## src/hdl/erfa_dly.sv

```systemverilog
`timescale 1ns / 1ps
// Fixed-length delay line for aligning payload between pipeline branches.
module erfa_dly #(
    parameter int WIDTH = 31,
    parameter int DEPTH = 2
) (
    input  logic             i_clk,
    input  logic [WIDTH-1:0] i_data,
    output logic [WIDTH-1:0] o_data
);

    logic [WIDTH-1:0] r_tap [DEPTH];

    always_ff @(posedge i_clk) begin
        r_tap[0] <= i_data;
        for (int i = 1; i < DEPTH; i++) begin
            r_tap[i] <= r_tap[i-1];
        end
    end

    assign o_data = r_tap[DEPTH-1];

endmodule

```

## config.mk

```make
export PLATFORM = sky130hd
export DESIGN_NAME = erfa_dly
export DESIGN_NICKNAME = d
export VERILOG_FILES = /design/src/hdl/erfa_dly.sv
export SDC_FILE = /design/constraint.sdc
export NUM_CORES = 1
export LEC_CHECK = 0
export ABC_AREA = 1
export BUFFER_PORTS_ARGS = -buffer_cell sky130_fd_sc_hd__buf_2
export CAP_MARGIN = 20
export CORE_ASPECT_RATIO = 1.2
export CORE_MARGIN = 8
export CORE_UTILIZATION = 48
export CTS_CLUSTER_SIZE = 30
export DETAILED_ROUTE_END_ITERATION = 10
export GPL_ROUTABILITY_DRIVEN = 0
export HOLD_SLACK_MARGIN = 0.15
export PLACE_DENSITY_LB_ADDON = 0.08
export RECOVER_POWER = 100
export SETUP_SLACK_MARGIN = 0.3
export SYNTH_ARGS = -nofsm -noshare
export SYNTH_HDL_FRONTEND = slang
export SYNTH_SLANG_ARGS = --single-unit
```

## constraint.sdc

```tcl
create_clock -name i_clk -period 0.8 [get_ports i_clk]
set_input_delay 0.12 -clock i_clk [delete_from_list [all_inputs] [get_ports i_clk]]
set_output_delay 0.12 -clock i_clk [all_outputs]
set_load 0.1 [all_outputs]
```

-- Word level (Yosys, flattened, before mapping)
Memories as Yosys holds them, arrays and structs flattened.
Cells that the tools add are included.
- memories: 1
- flip-flop bits (word level): 0
- bits in writable memories: 62
- output and inout bits: 31
- input bits: 32
- memories (name ; words ; width ; rd ports ; clocked after memory_dff ; wr ports ; line ; text):
    r_tap ; 2 ; 31 ; 2 ; 0 ; 2 ; 12 ; logic [WIDTH-1:0] r_tap [DEPTH];

-- Logic depth before layout (Yosys ltp)
- depth in word-level cells: 0
- mapped depth: 1
- depth with buffers taken out: 0

-- Least setup slack after synthesis
No wires, ideal clock.
- path kind: flip-flop to output port
- from: mem r_tap[1][0], in the netlist r_tap[0][31]
- to: out o_data[0]
- arrival time: 0.558 ns
- required time: 0.680 ns
- buffers on the path: 1
- cell stages (with the launch flop): 2
- setup slack: 0.122 ns
- path through: dfxtp_1 -> buf_4
- RTL lines (item ; line ; text):
    from (decl) ; 12 ;
    to (decl) ; 9 ; output logic [WIDTH-1:0] o_data

==> results.json <==
{
  "drv_slew": 0,
  "reg_top3": "r_tap (62)",
  "grt_pass1_wl_um": 4629,
  "drt-total-wl_um": 3060,
  "syn_avg_cell_area_um2": 15.85,
  "multi_input_comb_area_um2": 0,
  "tmin_final_ns": 1.034,
  "outcome": "complete, but fails checks",
  "final.setup_skew_ns": 0.008688,
  "worstSkewPairLatency_ns": 0.37,
  "rsz_0062_raised_after_global_routing": "true",
  "post-synth-top-area-cell": "sky130_fd_sc_hd__dfxtp_1",
  "die_area_um2": 5107,
  "place_area_um2": 2101,
  "final_cell_area_um2": 2511,
  "cp.buffers_inverters": 1,
  "htreeDepth": 3,
  "max_slew.worst_pin.slew_ns": 0.1213,
  "dr.pass1.iters": 2,
  "min_path_cells": 2,
  "ctsLongestPathBuffers": 2,
  "finalHoldViolCount": 0,
  "slew_headroom_pct": 91.92,
  "grt_antenna_before_repair": 0,
  "path_class": "flop to primary output",
  "worst_path_dominant_cell_family": "flip-flops",
  "start_util_pct": 49.12,
  "cts_tree": "done",
  "max_clock_freq_ghz": 0.9667,
  "layout_common_cells": "sky130_fd_sc_hd__buf_12, sky130_fd_sc_hd__dfxtp_1, sky130_fd_sc_hd__dfxtp_2",
  "setup_violations": 31,
  "max_cap_viol_count": 0,
  "clk_root_buffer_cell": "sky130_fd_sc_hd__clkbuf_4",
  "finish.utilization_pct": 83.69,
  "final_min_period_over_clock_period_pct": 129.3,
  "total_negative_slack_ns": -6.578,
  "global_route.usage.total_pct": 13.14,
  "n_antenna_cell": 0,
  "dieWidth_um": 66.59,
  "worst-r2r-cell-count": 0,
  "drcViolationCount": 0,
  "instance_count_on_the_critical_path": 1,
  "count_of_state_elements_after_synthesis": 62,
  "clk_pin_slew_worst_paths_ns": 0.09,
  "postCtsSetupBuffers": 0,
  "place.detailed.instances": 160,
  "std_cell_rows": 22,
  "ant_nets": 0,
  "p_per_area_nw_per_um2": 2442,
  "ys.warnings.count": 0,
  "netlist.area_leader.share_pct": 84.21,
  "dr_total_vias": 815,
  "maximum_vdd_ir_drop_mv": 1.885,
  "endpoint_kind_of_the_worst_setup_timing_path": "primary output",
  "cts.sink_count": 62,
  "largest_register_ff_count": 62,
  "seq_area_frac_synth_pct": 84.21,
  "cts_inserted_buffers": 9,
  "post_synth_instance_area_um2": 1474,
  "finalNonFillerCells": 205,
  "largest_register": "r_tap",
  "drt_first_iter_violations": 12,
  "worstHoldPathType": "primary input to flop",
  "synth_cell_types": 2,
  "setup.worst_path.start_class": "flop",
  "worst_hold_check_slack_ns": 0.07750,
  "netlist_top_cells_area": "sky130_fd_sc_hd__dfxtp_1, sky130_fd_sc_hd__buf_4",
  "max_stage_delay_ns": 0.36,
  "first_global_vias": 917,
  "hold_fix_buffers_cts": 31,
  "final_critical_path_setup_slack_ns": -0.2344,
  "area_delta_synth_final_pct": 70.37,
  "totalPowerFinal_mw": 6.132,
  "critPathArrivalTime_ns": 0.91,
  "vias_per_cell": 3.976,
  "placeableCoreArea_um2": 3000,
  "worst_ep_required_time_ns": 0.68,
  "leak_pwr_nw": 1.129,
  "num-nets-final": 198,
  "design.portCount": 63,
  "final_layout_size_suffix_gt1_share_pct": 61.54,
  "port_buffers": 62,
  "grt_start_max_net_pins": 10,
  "placement_stage_worst_setup_slack_ns": 0.1696,
  "violated_checks": "setup timing",
  "syn-num-nets": 125,
  "worst-path-max-fanout": 1,
  "netlist_instances": 93,
  "die-height_um": 76.70,
  "cp_cell_sequence": "buf_12",
  "multiInputCombCellCount": 0,
  "crit_path_top_delay_cell": "sky130_fd_sc_hd__dfxtp_2",
  "wl_per_cell_um": 14.93,
  "grt_overflow_total": 0
}
[per-layer routing]
| metal | routed length [um] | vias to the layer above | part of all wire (%) | track usage (%) |
|---|---|---|---|---|
| li1 | - | 399 | - | - |
| met1 | 951 | 358 | 31 | 9.823 |
| met2 | 1631 | 52 | 53 | 22.15 |
| met3 | 409 | 6 | 13 | 8.866 |
| met4 | 67 | 0 | 2.2 | 9.850 |
| met5 | 0 | - | 0 | 0 |
[kinds of logic (layout without fill, tap and decap cells)]
| kind of cell | after synthesis | after routing | synth area share (%) |
|---|---|---|---|
| flip-flops | 62 | 62 | 84.21 |
| buffers and inverters | 31 | 107 | 15.79 |
[power breakdown]
group          switching [mW]  total (mW)  internal [mW]
combinational           0.687        1.15          0.462
clock                   0.941        1.63          0.685
sequential             0.0878        3.36           3.27
total                    1.72        6.13           4.42
[path summary, 6_finish.rpt]
path / from / slack (ns) / end
max: r_tap[0][55] / -0.23 / o_data[24]
min: i_data[23] / 0.08 / r_tap[0][23]
max reg2reg: r_tap[0][26] / 0.38 / r_tap[0][57]
min reg2reg: r_tap[0][13] / 0.32 / r_tap[0][44]
[timing repair]
action	4_1_cts	5_1_grt
endpoints found under the setup margin	31	36
gates resized for setup	0	5
endpoints found under the hold margin	31	5
[layout make-up]
type                  instances  area [um^2]
timing repair buffer         93         1087
clock buffer                 12        88.84
fill                        162        489.2
tap                          36        45.04
sequential                   62         1280
clock inverter                2        10.01
[synth_stat cells]
cell type,instances
sky130_fd_sc_hd__dfxtp_1,62
sky130_fd_sc_hd__buf_4,31
No activity file was read; power rests on OpenSTA's default activity.
